**src/design/wfp_pkg.sv**
```systemverilog
package wfp_pkg;

    localparam int SAMPLE_BITS    = 12;
    localparam int COLOUR_W       = 12;
    localparam int INDEX_W        = 17;
    localparam int DATA_W         = 8;
    localparam int FUNC_W         = 2;
    localparam int DEFAULT_WIDTH  = 320;
    localparam int DEFAULT_HEIGHT = 240;

    localparam logic [COLOUR_W-1:0] COLOUR_RESET = 12'h026;

    typedef enum logic [FUNC_W-1:0] {
        FUNC_PLOT  = 2'd0,
        FUNC_READ  = 2'd1,
        FUNC_CLEAR = 2'd2
    } func_t;

endpackage

```
**src/design/wfp_seq.sv**
```systemverilog
module wfp_seq
    import wfp_pkg::*;
#(
    parameter int WIDTH  = DEFAULT_WIDTH,
    parameter int HEIGHT = DEFAULT_HEIGHT
)
(
    input  logic                   clk,
    input  logic                   rst_n,
    input  logic                   s_tvalid,
    output logic                   s_tready,
    input  logic [FUNC_W-1:0]      func,
    input  logic [SAMPLE_BITS-1:0] sample,
    input  logic                   first,
    input  logic [INDEX_W-1:0]     byte_index,
    input  logic [COLOUR_W-1:0]    colour,
    output logic                   m_tvalid,
    input  logic                   m_tready,
    output logic [DATA_W-1:0]      m_data,
    output logic                   mem_en,
    output logic                   mem_we,
    output logic [$clog2((3*WIDTH*HEIGHT+1)/2)-1:0] mem_addr,
    output logic [DATA_W-1:0]      mem_wdata,
    input  logic [DATA_W-1:0]      mem_rdata
);

    localparam int STORE_BYTES = (3 * WIDTH * HEIGHT + 1) / 2;
    localparam int AW          = $clog2(STORE_BYTES);
    localparam int AW1         = AW + 1;
    localparam int NIB_W       = $clog2(3 * WIDTH * HEIGHT);
    localparam int ROW_W       = $clog2(HEIGHT);
    localparam int COL_W       = $clog2(WIDTH + 1);
    localparam int ROW_STRIDE  = 3 * WIDTH;
    localparam int PROD_W      = SAMPLE_BITS + $clog2(HEIGHT + 1);
    localparam int IW          = (AW > INDEX_W) ? AW1 : INDEX_W + 1;

    typedef enum logic [7:0] {
        S_IDLE   = 8'b0000_0001,
        S_CLEAR  = 8'b0000_0010,
        S_ROW    = 8'b0000_0100,
        S_ADDR   = 8'b0000_1000,
        S_PIX_RD = 8'b0001_0000,
        S_PIX_WA = 8'b0010_0000,
        S_PIX_WB = 8'b0100_0000,
        S_RESP   = 8'b1000_0000
    } state_t;

    state_t                 state_reg, state_next;
    logic [AW-1:0]          clr_addr_reg, clr_addr_next;
    logic [SAMPLE_BITS-1:0] sample_reg, sample_next;
    logic                   first_reg, first_next;
    logic                   oor_reg, oor_next;
    logic [ROW_W-1:0]       cur_row_reg, cur_row_next;
    logic [ROW_W-1:0]       hi_row_reg, hi_row_next;
    logic [COL_W-1:0]       col_reg, col_next;
    logic [ROW_W-1:0]       prev_row_reg, prev_row_next;
    logic [COL_W-1:0]       next_col_reg, next_col_next;
    logic [NIB_W-1:0]       nib_reg, nib_next;
    logic                   out_valid_reg, out_valid_next;
    logic [DATA_W-1:0]      out_data_reg, out_data_next;

    logic [PROD_W-1:0]      prod;
    logic [ROW_W-1:0]       row;
    logic [NIB_W-1:0]       nib_calc;
    logic [AW-1:0]          byte_a;
    logic [AW:0]            byte_a1;
    logic                   a1_ok;
    logic                   nib_odd;
    logic                   in_range;

    assign prod     = PROD_W'(sample_reg) * PROD_W'(HEIGHT);
    assign row      = ROW_W'(prod >> SAMPLE_BITS);
    assign nib_calc = NIB_W'(ROW_STRIDE) * NIB_W'(cur_row_reg)
                    + NIB_W'(col_reg) + NIB_W'({col_reg, 1'b0});
    assign nib_odd  = nib_reg[0];
    assign byte_a   = AW'(nib_reg >> 1);
    assign byte_a1  = {1'b0, byte_a} + 1'b1;
    assign a1_ok    = byte_a1 < AW1'(STORE_BYTES);
    assign in_range = IW'(byte_index) < IW'(STORE_BYTES);

    assign s_tready = (state_reg == S_IDLE);
    assign m_tvalid = out_valid_reg;
    assign m_data   = out_data_reg;

    always_comb
    begin
        state_next     = state_reg;
        clr_addr_next  = clr_addr_reg;
        sample_next    = sample_reg;
        first_next     = first_reg;
        oor_next       = oor_reg;
        cur_row_next   = cur_row_reg;
        hi_row_next    = hi_row_reg;
        col_next       = col_reg;
        prev_row_next  = prev_row_reg;
        next_col_next  = next_col_reg;
        nib_next       = nib_reg;
        out_valid_next = out_valid_reg && !m_tready;
        out_data_next  = out_data_reg;
        mem_en         = 1'b0;
        mem_we         = 1'b0;
        mem_addr       = byte_a;
        mem_wdata      = '0;

        unique case (state_reg)
            S_IDLE:
            begin
                if (s_tvalid)
                begin
                    unique case (func)
                        FUNC_PLOT:
                        begin
                            sample_next = sample;
                            first_next  = first;
                            state_next  = S_ROW;
                        end
                        FUNC_READ:
                        begin
                            oor_next   = !in_range;
                            mem_en     = in_range;
                            mem_addr   = AW'(byte_index);
                            state_next = S_RESP;
                        end
                        FUNC_CLEAR:
                        begin
                            clr_addr_next = '0;
                            state_next    = S_CLEAR;
                        end
                        default:
                        begin
                            state_next = S_IDLE;
                        end
                    endcase
                end
            end
            S_CLEAR:
            begin
                mem_en    = 1'b1;
                mem_we    = 1'b1;
                mem_addr  = clr_addr_reg;
                mem_wdata = '0;
                if (clr_addr_reg == AW'(STORE_BYTES - 1))
                begin
                    state_next = S_IDLE;
                end
                else
                begin
                    clr_addr_next = clr_addr_reg + 1'b1;
                end
            end
            S_ROW:
            begin
                if (first_reg)
                begin
                    cur_row_next  = row;
                    hi_row_next   = row;
                    col_next      = '0;
                    prev_row_next = row;
                    next_col_next = COL_W'(1);
                    state_next    = S_ADDR;
                end
                else if (next_col_reg < COL_W'(WIDTH))
                begin
                    cur_row_next  = (row < prev_row_reg) ? row : prev_row_reg;
                    hi_row_next   = (row < prev_row_reg) ? prev_row_reg : row;
                    col_next      = next_col_reg;
                    prev_row_next = row;
                    next_col_next = next_col_reg + 1'b1;
                    state_next    = S_ADDR;
                end
                else
                begin
                    state_next = S_IDLE;
                end
            end
            S_ADDR:
            begin
                nib_next   = nib_calc;
                state_next = S_PIX_RD;
            end
            S_PIX_RD:
            begin
                // Fetch the byte that keeps a nibble of its neighbor.
                mem_en     = nib_odd || a1_ok;
                mem_addr   = nib_odd ? byte_a : AW'(byte_a1);
                state_next = S_PIX_WA;
            end
            S_PIX_WA:
            begin
                mem_en     = 1'b1;
                mem_we     = 1'b1;
                mem_addr   = byte_a;
                mem_wdata  = nib_odd ? {mem_rdata[7:4], colour[11:8]} : colour[11:4];
                state_next = S_PIX_WB;
            end
            S_PIX_WB:
            begin
                // The second byte of the last pixel is the last byte of the store; a1_ok guards it.
                mem_en    = a1_ok;
                mem_we    = 1'b1;
                mem_addr  = AW'(byte_a1);
                mem_wdata = nib_odd ? colour[7:0] : {colour[3:0], mem_rdata[3:0]};
                if (cur_row_reg == hi_row_reg)
                begin
                    state_next = S_IDLE;
                end
                else
                begin
                    cur_row_next = cur_row_reg + 1'b1;
                    state_next   = S_ADDR;
                end
            end
            S_RESP:
            begin
                if (!out_valid_reg || m_tready)
                begin
                    out_valid_next = 1'b1;
                    out_data_next  = oor_reg ? '0 : mem_rdata;
                    state_next     = S_IDLE;
                end
            end
            default:
            begin
                state_next = S_IDLE;
            end
        endcase
    end

    always_ff @(posedge clk or negedge rst_n)
    begin
        if (!rst_n)
        begin
            state_reg     <= S_CLEAR;
            clr_addr_reg  <= '0;
            prev_row_reg  <= '0;
            next_col_reg  <= '0;
            out_valid_reg <= 1'b0;
        end
        else
        begin
            state_reg     <= state_next;
            clr_addr_reg  <= clr_addr_next;
            prev_row_reg  <= prev_row_next;
            next_col_reg  <= next_col_next;
            out_valid_reg <= out_valid_next;
        end
    end

    always_ff @(posedge clk)
    begin
        sample_reg   <= sample_next;
        first_reg    <= first_next;
        oor_reg      <= oor_next;
        cur_row_reg  <= cur_row_next;
        hi_row_reg   <= hi_row_next;
        col_reg      <= col_next;
        nib_reg      <= nib_next;
        out_data_reg <= out_data_next;
    end

    a_write_in_store: assert property (@(posedge clk) disable iff (!rst_n)
        (mem_en && mem_we) |-> ({1'b0, mem_addr} < AW1'(STORE_BYTES)))
        else $error("frame store write beyond the store");

    a_column_bound: assert property (@(posedge clk) disable iff (!rst_n)
        next_col_reg <= COL_W'(WIDTH))
        else $error("column counter passed the trace width");

    a_span_order: assert property (@(posedge clk) disable iff (!rst_n)
        (state_reg == S_PIX_RD || state_reg == S_PIX_WA || state_reg == S_PIX_WB)
        |-> (cur_row_reg <= hi_row_reg))
        else $error("span walk passed its top row");

    a_result_source: assert property (@(posedge clk) disable iff (!rst_n)
        $rose(m_tvalid) |-> $past(state_reg == S_RESP))
        else $error("result raised outside the response step");

    a_clear_ends: assert property (@(posedge clk) disable iff (!rst_n)
        (state_reg == S_CLEAR && clr_addr_reg == AW'(STORE_BYTES - 1))
        |=> (state_reg == S_IDLE))
        else $error("clear sweep did not stop at the last byte");

endmodule

```
**config.mk**
```make
export PLATFORM = sky130hd
export DESIGN_NAME = wfp_seq
export DESIGN_NICKNAME = d
export VERILOG_FILES = /design/src/design/wfp_pkg.sv /design/src/design/wfp_seq.sv
export SDC_FILE = /design/constraint.sdc
export NUM_CORES = 1
export LEC_CHECK = 0
export BUFFER_PORTS_ARGS = -buffer_cell sky130_fd_sc_hd__buf_2
export CORE_MARGIN = 1
export CORE_UTILIZATION = 54
export CTS_CLUSTER_SIZE = 30
export DETAILED_ROUTE_END_ITERATION = 8
export GPL_TIMING_DRIVEN = 0
export PLACE_DENSITY = 0.77
export SETUP_SLACK_MARGIN = 0.3
export SYNTH_ARGS = -nofsm -noshare
export SYNTH_HDL_FRONTEND = slang
export SYNTH_SLANG_ARGS = --single-unit
```
**constraint.sdc**
```tcl
create_clock -name clk -period 4.56 [get_ports clk]
set_input_delay 0.228 -clock clk [delete_from_list [all_inputs] [get_ports clk]]
set_output_delay 0.228 -clock clk [all_outputs]
set_load 0.005 [all_outputs]
```
; ---- Word-level counts from Yosys, hierarchy flattened
; Cells that the tools add are included.
[word_totals]
memories = 0
out_inout_bits = 37
ff_bits = 108
latchBits = 0
in_bits = 56
mem_bits_ro = 0
mem_bits_rw = 0
[op_classes]
n_div = 0
n_eq_ne = 19
reduce_logical = 19
n_mux = 38
magnitude_cmp = 4
multipliers = 2
n_addsub = 6
bitwise = 0
shifts = 0
[ops]
columns = op, n
row1 = 2-to-1 mux 8 bit, 14
row2 = 2-to-1 mux 17 bit, 6
row3 = case mux 17 bit (4 select lines), 1
row4 = case mux 8 bit (8 select lines), 1
row5 = case mux 17 bit (2 select lines), 1
row6 = case mux 8 bit (2 select lines), 2
row7 = 2-to-1 mux 9 bit, 3
row8 = case mux 8 bit (3 select lines), 1
row9 = adder 17 x 1 -> 18 bit (second input constant), 1
row10 = adder 18 x 10 -> 18 bit, 1
row11 = adder 18 x 9 -> 18 bit, 1
row12 = less-than comparator 18 x 17 -> 1 bit (second input constant), 1
row13 = adder 17 x 1 -> 17 bit (second input constant), 1
row14 = == test 17 bit (second input constant), 1
row15 = less-than comparator 17 bit (second input constant), 1
row16 = multiplier 12 x 4 -> 16 bit (second input constant), 1
row17 = multiplier 4 x 8 -> 12 bit (first input constant), 1
row18 = 2-to-1 mux 4 bit, 3
row19 = AND reduction 3 bit, 4
row20 = != test 2 bit (second input constant), 5
row21 = adder 9 x 1 -> 9 bit (second input constant), 1
row22 = less-than comparator 9 bit (second input constant), 1
row23 = adder 8 x 1 -> 8 bit (second input constant), 1
row24 = == test 8 x 1 -> 1 bit (second input constant), 1
row25 = 24 further kinds, 34

; ---- Logic depth before layout (Yosys ltp)
; Gate-level depths: netlist (run 1).
[logic_depth]
ltp_word = 6
ltp_mapped = 21
ltp_nobuf = 19

; ---- Worst setup path before layout (run 1)
; Ideal clock, no wire load.
[synth_path]
path_type = flip-flop to flip-flop
startpoint = reg sample_reg[5]
endpoint = reg hi_row_reg[1], data pin
path_stages_with_launch = 20
path_slack_ns = -0.354
path_buffers = 1
t_required_ns = 4.300
period_less_slack_ns = 4.914
t_arrival_ns = 4.654
path_cell_list = edfxtp_1 -> inv_1 -> fa_1 -> inv_1 -> fa_1 -> ha_1 -> clkbuf_1 -> a21oi_1 -> o211ai_1 -> o21ai_0 -> nand2_1 -> a21oi_1 -> xnor2_1 -> ha_1 -> a21o_1 -> a211o_1 -> a211oi_1 -> a21oi_1 -> nor2_1 -> mux2_2
[synth_via]
elab_chain_cells = 5
[synth_lines]
columns = item, line
row1 = "start, declared", wfp_seq.sv:50  ; logic [SAMPLE_BITS-1:0] sample_reg, sample_next;
row2 = "start signal, assigned", wfp_seq.sv:251  ; sample_reg <= sample_next;
row3 = multiplier 12 x 4 -> 16 bit, wfp_seq.sv:71  ; assign prod = PROD_W'(sample_reg) * PROD_W'(HEIGHT);
row4 = named net prod[18], wfp_seq.sv:62  ; logic [PROD_W-1:0] prod;
row5 = less-than comparator 8 bit, wfp_seq.sv:165  ; hi_row_next = (row < prev_row_reg) ? prev_row_reg : row;
row6 = 2-to-1 mux 8 bit, wfp_seq.sv:165
row7 = 2-to-1 mux 8 bit, wfp_seq.sv:162  ; else if (next_col_reg < COL_W'(WIDTH))
row8 = 2-to-1 mux 8 bit, wfp_seq.sv:153  ; if (first_reg)
row9 = "end signal, assigned", wfp_seq.sv:255  ; hi_row_reg <= hi_row_next;
row10 = "end, declared", wfp_seq.sv:54  ; logic [ROW_W-1:0] hi_row_reg, hi_row_next;
; The timed path passes the listed nets, and every way through them passes these cells. The select of a mux whose other input is x is not followed.
; A chain may end at the register's enable or synchronous reset.

; ---- Worst setup path after layout (run 1)
[layout_path]
startpoint = reg sample_reg[5]
endpoint = reg cur_row_reg[4], data pin
[layout_via]
elab_chain_cells = 6
[layout_lines]
columns = item, line
row1 = multiplier 12 x 4 -> 16 bit, wfp_seq.sv:71
row2 = named net prod[19], wfp_seq.sv:62
row3 = less-than comparator 8 bit, wfp_seq.sv:164  ; cur_row_next = (row < prev_row_reg) ? row : prev_row_reg;
row4 = 2-to-1 mux 8 bit, wfp_seq.sv:164
row5 = 2-to-1 mux 8 bit, wfp_seq.sv:162
row6 = 2-to-1 mux 8 bit, wfp_seq.sv:153
row7 = case mux 8 bit (2 select lines), wfp_seq.sv:105  ; unique case (state_reg)
row8 = named net cur_row_next[4], wfp_seq.sv:53  ; logic [ROW_W-1:0] cur_row_reg, cur_row_next;
row9 = "end signal, assigned", wfp_seq.sv:254  ; cur_row_reg <= cur_row_next;
row10 = "end, declared", wfp_seq.sv:53
; The timed path passes the listed nets, and every way through them passes these cells. The select of a mux whose other input is x is not followed.

==> results.cfg, run 1 <==
[status]
status = finished, violations left
violations = negative setup slack

[route]
drt_wl_total_mm = 17.83
vias = 6655
drtAntennaViolNets = 0
drc = 0
first_pass_iters = 5
drtIter0Drc = 477
viasPerCell = 5.669
wire_per_inst_um = 15.18

[synthesis]
synth_edf_count = 65
yosys.area.top_type = edfxtp_1
ys_ff_latch = 108
yosys-top-cells-area = edfxtp_1, dfrtp_1, ha_1, fa_1, nand2_1
synth_top_area_share_pct = 23.50
syn_nets = 1010
yosysSeqAreaShare_pct = 36.47
async_reset_ff_share_pct = 39.81
yosysWarnings = 0
syn-cell-area_mm2 = 0.008305
synth_top_flop_cell = edfxtp_1
synth_area_per_cell_um2 = 9.737
syn_inst = 853
synth.distinct_cells = 65

[grt]
grt_util_all_layers_pct = 23.14
grt_util_met3_pct = 4.291
grt_pass1_vias = 6476
grt_max_degree = 44
use_met2_pct = 42.28
use_met1_pct = 27.35
top_usage_layer = met2
grt_remaining_overflow = 0
grt_pass1_wl_mm = 29.47
antenna_found_initial = 0

[worst_setup_path]
startpoint = sample_reg[5]$_DFFE_PP_
crit_arrival_ps = 4720
r2r_start = sample_reg[5]$_DFFE_PP_
cp-end-kind = flop
worstPathMaxFanout = 10
cp_top_family = adder cells
max_stage_delay_ps = 570
crit_buf_inv = 4
path_cells = inv_2, fa_1, inv_2, fa_1, ha_1, clkbuf_8, a21oi_4, o211ai_1, o21ai_2, a21oi_1, or3_1, and2_4, ha_4, a211o_1, a211oi_2, a21oi_2, nand2b_1, buf_6, mux2i_2, a21oi_1
slowest_stage = fa_1
critPathLaunchType = flop
path_class = flop to flop
worstPathRequired_ps = 4650

[power]
p_per_area_mw_per_mm2 = 349.2
power_mw = 3.430
power_leakage_nw = 4.303
vdd_ir_drop_max_uv = 232.2
clkPwrFrac_pct = 24.4
cell_internal_pwr_mw = 2.313
comb_power_share_pct = 39.3
swShare_pct = 32.56
p_switching_mw = 1.117
pwr-share-seq_pct = 36.3

[cells_and_area]
fin_area_mm2 = 0.009821
drive_above_1_share_pct = 20.51
area_delta_synth_final_pct = 18.24
fin_util_pct = 66.56
diodes = 0
largest_reg_flops = 18
num-nets-final = 1142

[min_path]
worstHoldStart = sample[8]
hp-class = input pin to flop

[timing]
finalHoldViolations = 0
clock.fmax_mhz = 216.3
worst_slack_ps = -63.42
tightestPinTransition_ps = 1275
finalSetupViolCount = 14
rsz0062_at_grt = yes
slew_viol_final = 0
fin_skew_ps = 7.405
holdWs_ps = 44.73
max-slew-margin-rel_pct = 15.02
post-route-period-util_pct = 101.4
finalCriticalPeriod_ps = 4623

[floorplan]
start_util_pct = 56.29
ioPinCount = 93
dieArea_mm2 = 0.01588
core_mm2 = 0.01475
rows = 44
die_y_um = 126.0
die_w_um = 126.0

[clocking]
clock-root-buffer = clkbuf_16
clock_path_buffers = 2
tritoncts = yes
clock-sinks = 108
cts_buffers = 9
cts.clk_slew.worst_paths_ps = 70
htree_levels = 3
clk-insertion-delay-late_ps = 350

[placed_design]
gp_congestion = 0.9295
port_buffers = 92
placed_cell_area_mm2 = 0.009149
dp_hpwl_mm = 13.44

[flow_run]
cap_violations = 0
-- synthesized netlist by cell type (3+ instances only) --
| cell type | number |
|---|---|
| clkbuf_1 | 20 |
| nor2_1 | 49 |
| o21bai_1 | 3 |
| nand3_1 | 28 |
| xor2_1 | 30 |
| ha_1 | 64 |
| o2111ai_1 | 3 |
| o21ai_0 | 63 |
| fa_1 | 37 |
| edfxtp_1 | 65 |
| o311ai_0 | 8 |
| a31o_2 | 4 |
| a31oi_1 | 7 |
| or2_2 | 4 |
| nand2b_1 | 11 |
| dfrtp_1 | 42 |
| nor3_1 | 20 |
| mux2_2 | 8 |
| a221o_1 | 3 |
| xnor2_1 | 27 |
| or3_1 | 6 |
| nand4_1 | 6 |
| a21oi_1 | 33 |
| a22oi_1 | 6 |
| o21a_1 | 10 |
| nor2b_1 | 26 |
| nor4_1 | 8 |
| nand2_1 | 88 |
| o22ai_1 | 13 |
| mux2i_1 | 24 |
| nor3b_1 | 4 |
| a21o_1 | 8 |
| inv_1 | 74 |
| and3_1 | 8 |
| and2_1 | 3 |
-- kinds of logic after synthesis --
| logic type | count (synthesis) | share of synthesized area (%) |
|---|---|---|
| compound gates | 183 | 14.09 |
| xor+xnor | 57 | 6.011 |
| fa+ha+maj | 101 | 18.56 |
| buf+inv | 97 | 4.399 |
| flops | 108 | 36.47 |
| mux | 32 | 3.977 |
| simple gates | 275 | 16.50 |
-- placed cells by master (no fill, tap or decap), types with 6 or more instances in the layout --
master	n
and3_1	8
inv_1	63
nand4_1	6
o21a_1	9
inv_2	11
xnor2_1	25
clkbuf_1	20
o311ai_0	8
nand2b_1	11
dfrtp_1	42
o22ai_1	11
nor2b_1	26
nor3_1	20
xor2_1	28
fa_1	37
a21o_1	8
edfxtp_1	65
a31oi_1	7
mux2i_1	23
buf_4	26
a22oi_1	6
clkbuf_16	9
a21oi_1	28
ha_1	56
buf_2	92
nor4_1	8
nor2_1	47
nand2_1	87
or3_1	6
mux2_4	7
ha_4	7
nand3_1	28
o21ai_0	56
-- final timing paths --
check                                              endpoint  slack [ps]  cells after the start
worst max-delay path               cur_row_reg[4]$_DFFE_PP_         -60                     20
worst min-delay path                sample_reg[8]$_DFFE_PP_          40                      1
worst max register to register     cur_row_reg[4]$_DFFE_PP_         -60                     20
worst min register to register         nib_reg[0]$_DFFE_PP_         470                      0
max in group asynchronous       prev_row_reg[1]$_DFFE_PN0P_        3880                      1
min in group asynchronous       clr_addr_reg[8]$_DFFE_PN0P_          50                      1
-- final cells by class --
| cell class | count | area, µm² |
|---|---|---|
| multi-input combinational | 648 | 5165 |
| fill | 1177 | 4933 |
| sequential | 108 | 3029 |
| timing repair buffer | 121 | 698.2 |
| inverter | 75 | 281.5 |
| tap | 184 | 230.2 |
| clock buffer | 10 | 229.0 |
| buffer | 22 | 100.1 |
| clock inverter | 6 | 87.58 |
-- per-layer routing --
metal	vias to the layer above	part of all wire (%)
met5	-	0
met4	0	2.2
met3	26	5.0
met2	187	52
met1	3144	41
li1	3298	-
-- power by group through the flow --
stage | registers [mW] | logic (mW) | clock network [mW]
finish | 1.24 | 1.35 | 0.836
global route | 1.26 | 1.49 | 0.880
CTS | 1.24 | 1.29 | 0.851
detailed placement | 1.26 | 1.18 | 0
global placement | 1.26 | 1.14 | 0
floorplan | 1.24 | 0.915 | 0
-- through the flow --
| stage | worst slack [ps] | setup TNS [ps] | instances |
|---|---|---|---|
| after CTS | -29.45 | -50.19 | 1164 |
| after detailed placement | -318.8 | -4253 | 1130 |
| final | -63.42 | -382.0 | 1174 |
| after floorplan | 142.7 | 0 | 853 |
| after global placement | -252.9 | -3217 | 1129 |
| after global routing | -249.7 | -3217 | 1174 |
-- timing repair --
item | in CTS | in global routing
gates cloned | 0 | 0
setup buffers | 18 | 10
endpoints found under the setup margin | 16 | 16
hold buffers | 0 | 0
pin swaps | 7 | 3
gates resized for setup | 20 | 8
Note: power is estimated with default switching activity, not from simulation.
==> run 2, diff against run 1 <==
Settings changed: SKIP_CTS_REPAIR_TIMING set to 1.
==> run 2 against run 1 <==
Net effect: the flow still finishes with violations (negative setup slack); non-clock buffer count fell by 7; cell area fell by 0.87%; routed wire length down 0.14%; maximum frequency is 0.95% lower; total power shrank 0.56%; largest power group unchanged.
==> results.cfg, run 2 (synthesis results as in run 1) <==
[status]
status = finished, violations left
violations = negative setup slack

[cells_and_area]
num-nets-final = 1135
fin_util_pct = 65.99
mostFrequentLayoutCell = buf_2
layout_common_cells = buf_2, nand2_1, inv_1, edfxtp_1
largest_reg_flops = 18
diodes = 0
fillers = 1185
instances_no_fill = 1167
area_delta_synth_final_pct = 17.22
drive_above_1_share_pct = 19.33

[route]
wire_per_inst_um = 15.25
viasPerCell = 5.710
drtIter0Drc = 453
drt_wl_total_mm = 17.80
drtAntennaViolNets = 0
drc = 0
vias = 6663
first_pass_iters = 5

[floorplan]
start_util_pct = 56.29
die_y_um = 126.0
rows = 44
die_w_um = 126.0
ioPinCount = 93
dieArea_mm2 = 0.01588
core_mm2 = 0.01475

[power]
vdd_ir_drop_max_uv = 233.3
power_mw = 3.410
power_leakage_nw = 4.264
p_per_area_mw_per_mm2 = 350.3

[grt]
grt_util_all_layers_pct = 22.55
grt_remaining_overflow = 0
grt_max_degree = 44
grt_pass1_vias = 6341
antenna_found_initial = 0
grt_pass1_wl_mm = 28.69

[min_path]
worstHoldStart = sample[8]
hp-class = input pin to flop

[placed_design]
pre_cts_ws_ps = -318.8
dp_hpwl_mm = 13.44
placedCellCount = 1130
gp_congestion = 0.9295
port_buffers = 92

[timing]
clock.fmax_mhz = 214.2
finalHoldViolations = 0
worst_slack_ps = -107.6
max-slew-margin-rel_pct = 17.05
rsz0062_at_grt = yes
tightestPinTransition_ps = 1244
post-route-period-util_pct = 102.4
slew_viol_final = 0
fin_skew_ps = 7.334
finalCriticalPeriod_ps = 4668
finalSetupViolCount = 15

[worst_setup_path]
worstPathRequired_ps = 4650
startpoint = sample_reg[5]$_DFFE_PP_
critPathLaunchType = flop
r2r_start = sample_reg[5]$_DFFE_PP_
worstPathMaxFanout = 9
crit_arrival_ps = 4760
path_class = flop to flop
cp-end-kind = flop

[clocking]
cts_buffers = 9
tritoncts = yes
clock_path_buffers = 2
clock-root-buffer = clkbuf_16
clk-insertion-delay-late_ps = 350
htree_levels = 3
cts.clk_slew.worst_paths_ps = 70
clock-sinks = 108

[flow_run]
cap_violations = 0
[run 2: final timing paths]
kind                            slack [ps]                           to  depth (start not counted)
worst max-delay path                  -110     cur_row_reg[4]$_DFFE_PP_                         21
worst min-delay path                    40      sample_reg[8]$_DFFE_PP_                          1
worst max register to register        -110     cur_row_reg[4]$_DFFE_PP_                         21
worst min register to register         470         nib_reg[0]$_DFFE_PP_                          0
max in group asynchronous             3870  prev_row_reg[1]$_DFFE_PN0P_                          1
min in group asynchronous               50  clr_addr_reg[9]$_DFFE_PN0P_                          1
[run 2: area by class of cell]
class	count	area, µm²	area share, %
Buffer	22	101.3	1.041
Clock buffer	10	229.0	2.352
Clock inverter	6	87.58	0.8996
Inverter	75	284.0	2.917
Multi-Input combinational cell	648	5132	52.72
Sequential cell	108	3029	31.11
Tap cell	184	230.2	2.365
Timing Repair Buffer	114	641.9	6.593
[run 2: where the power goes]
group	total, mW	switching, mW	internal [mW]	leakage [nW]
Clock	0.834	0.351	0.484	0.157
Combinational	1.33	0.680	0.650	2.94
Sequential	1.25	0.0821	1.16	1.17
Total	3.41	1.11	2.30	4.26
[run 2: layer usage]
metal	global-route usage, %	routed length (µm)
met4	7.442	379
met3	4.248	964
met5	0	0
met2	41.21	9137
met1	26.53	7319
[run 2: critical path, cell delays in order (launching register included)]
cell      delay (ps)
edfxtp_1         370
inv_2             80
fa_1             530
inv_1             50
fa_1             520
ha_4             210
buf_8            130
a21oi_4          160
o211ai_1         110
o21ai_1          120
nand2_1          110
a21oi_2          180
xnor2_2          150
ha_1             280
a21o_1           190
a211o_1          300
a211oi_2         180
a21oi_2          110
nand2b_1         170
buf_6            160
mux2i_2          230
a21oi_1           90
[run 2: through the flow]
step	cell area, µm²	hold slack [ps]	setup TNS (ps)
3_3_place_gp	9133	404.1	-3217
5_1_grt	9736	32.80	-4200
6_report	9736	44.57	-774.6
3_5_place_dp	9149	406.3	-4253
4_1_cts	9465	32.41	-4681
2_1_floorplan	8442	-67.59	0
==> run 3, diff against run 2 <==
Settings changed: CORE_ASPECT_RATIO set to 0.5.
==> run 3 against run 2 <==
Net effect: the run still ends with negative setup slack left; non-clock buffer count down 7; sequential cell count unchanged; maximum frequency up 0.31%; count of clock-buffer cells in the layout up 2; worst setup slack better by 14 ps; cell area about the same; total power up 0.24%; critical endpoint unchanged; largest cell class unchanged; highest routed layer unchanged.
==> results.cfg, run 3 (synthesis results as in run 1) <==
[status]
status = finished, violations left
violations = negative setup slack

[cells_and_area]
diodes = 0
num-nets-final = 1129
layout_common_cells = buf_2, nand2_1, edfxtp_1
largest_reg_flops = 18
fin_util_pct = 66.07
drive_above_1_share_pct = 19.14
mostFrequentLayoutCell = buf_2
instances_no_fill = 1175
area_delta_synth_final_pct = 17.25

[grt]
use_met2_pct = 39.10
antenna_found_initial = 0
grt_pass1_vias = 6077
top_usage_layer = met2
grt_max_degree = 44
grt_util_met3_pct = 4.545
grt_pass1_wl_mm = 28.31
use_met1_pct = 30.39
grt_util_all_layers_pct = 22.83
grt_remaining_overflow = 0

[floorplan]
ioPinCount = 93
die_w_um = 177.4
start_util_pct = 56.35
core_mm2 = 0.01474
die_y_um = 89.70
dieArea_mm2 = 0.01591
rows = 31

[clocking]
clock_path_buffers = 2
clock-root-buffer = clkbuf_16
tritoncts = yes
cts_buffers = 9
clk-insertion-delay-late_ps = 350
htree_levels = 3
clock-sinks = 108
cts.clk_slew.worst_paths_ps = 70

[timing]
rsz0062_at_grt = yes
finalHoldViolations = 0
slew_viol_final = 0
finalCriticalPeriod_ps = 4653
worst_slack_ps = -93.32
finalSetupViolCount = 15
setup_tns_ps = -466.7
tightestPinTransition_ps = 1172
max-slew-margin-rel_pct = 21.88
fin_skew_ps = 7.218
clock.fmax_mhz = 214.9
post-route-period-util_pct = 102.0

[route]
drt_wl_total_mm = 18.01
wire_per_inst_um = 15.33
drc = 0
drtIter0Drc = 499
vias = 6566
drtAntennaViolNets = 0
viasPerCell = 5.588
first_pass_iters = 5

[power]
power_leakage_nw = 4.223
power_mw = 3.419
vdd_ir_drop_max_uv = 198.3
p_per_area_mw_per_mm2 = 351.0

[placed_design]
pre_cts_ws_ps = -262.7
port_buffers = 92
dp_hpwl_mm = 13.61
placedCellCount = 1144
gp_congestion = 0.9043

[worst_setup_path]
startpoint = sample_reg[1]$_DFFE_PP_
reg2regPathDepth = 19
r2r-end = cur_row_reg[4]$_DFFE_PP_
cp-end-kind = flop
critPathLaunchType = flop
r2r_start = sample_reg[1]$_DFFE_PP_
crit_arrival_ps = 4740
r2r_setup_slack_ps = -90
worstPathRequired_ps = 4650
path_class = flop to flop
worstPathMaxFanout = 10

[min_path]
hp-class = input pin to asynchronous set/reset pin

[flow_run]
cap_violations = 0
-- run 3: cell type report --
class                      count  area [µm²]
clock inverter                 4       97.59
sequential                   108        3029
fill                        1194        5001
tap                          198       247.7
multi-input combinational    649        5154
timing repair buffer         107       580.6
inverter                      75       281.5
buffer                        22       101.3
clock buffer                  12       246.5
-- run 3: per-stage QoR --
stage / area, µm² / hold slack, ps
2_1_floorplan: 8442 / -67.59
4_1_cts: 9514 / 39.57
3_5_place_dp: 9170 / 406.1
3_3_place_gp: 9150 / 404.2
5_1_grt: 9738 / 32.87
6_report: 9738 / 46.89
-- run 3: worst max-delay path: stages, from the launching register on --
cell	delay [ps]
edfxtp_1	410
inv_1	90
fa_1	550
inv_1	50
fa_1	480
ha_4	200
a211oi_4	220
o21ai_2	120
nand4_1	160
a21oi_2	80
or3_1	360
and2_4	180
ha_4	210
a211o_1	310
o22ai_1	220
a21oi_2	100
nand2b_1	130
buf_6	170
mux2i_1	240
a21oi_1	100
-- run 3: power by group --
group          leakage, nW  internal (mW)  total (mW)  switching [mW]
Combinational         2.89          0.609        1.27           0.666
Sequential            1.17           1.16        1.25          0.0828
Clock                0.163          0.552       0.897           0.344
-- run 3: worst max-delay path by stage --
stage / to / slack (ps) / cells past startpoint
after floorplan: hi_row_reg[3]$_DFFE_PP_ / 140 / 18
after global placement: cur_row_reg[4]$_DFFE_PP_ / -180 / 20
after detailed placement: hi_row_reg[6]$_DFFE_PP_ / -260 / 18
after CTS: hi_row_reg[6]$_DFFE_PP_ / -290 / 18
after global routing: cur_row_reg[5]$_DFFE_PP_ / -320 / 19
final: cur_row_reg[4]$_DFFE_PP_ / -90 / 19
-- run 3: layer usage --
layer,up-vias,share of wire [%]
li1,3272,-
met3,15,4.9
met5,-,0
met2,161,47
met4,0,0.83
met1,3118,47
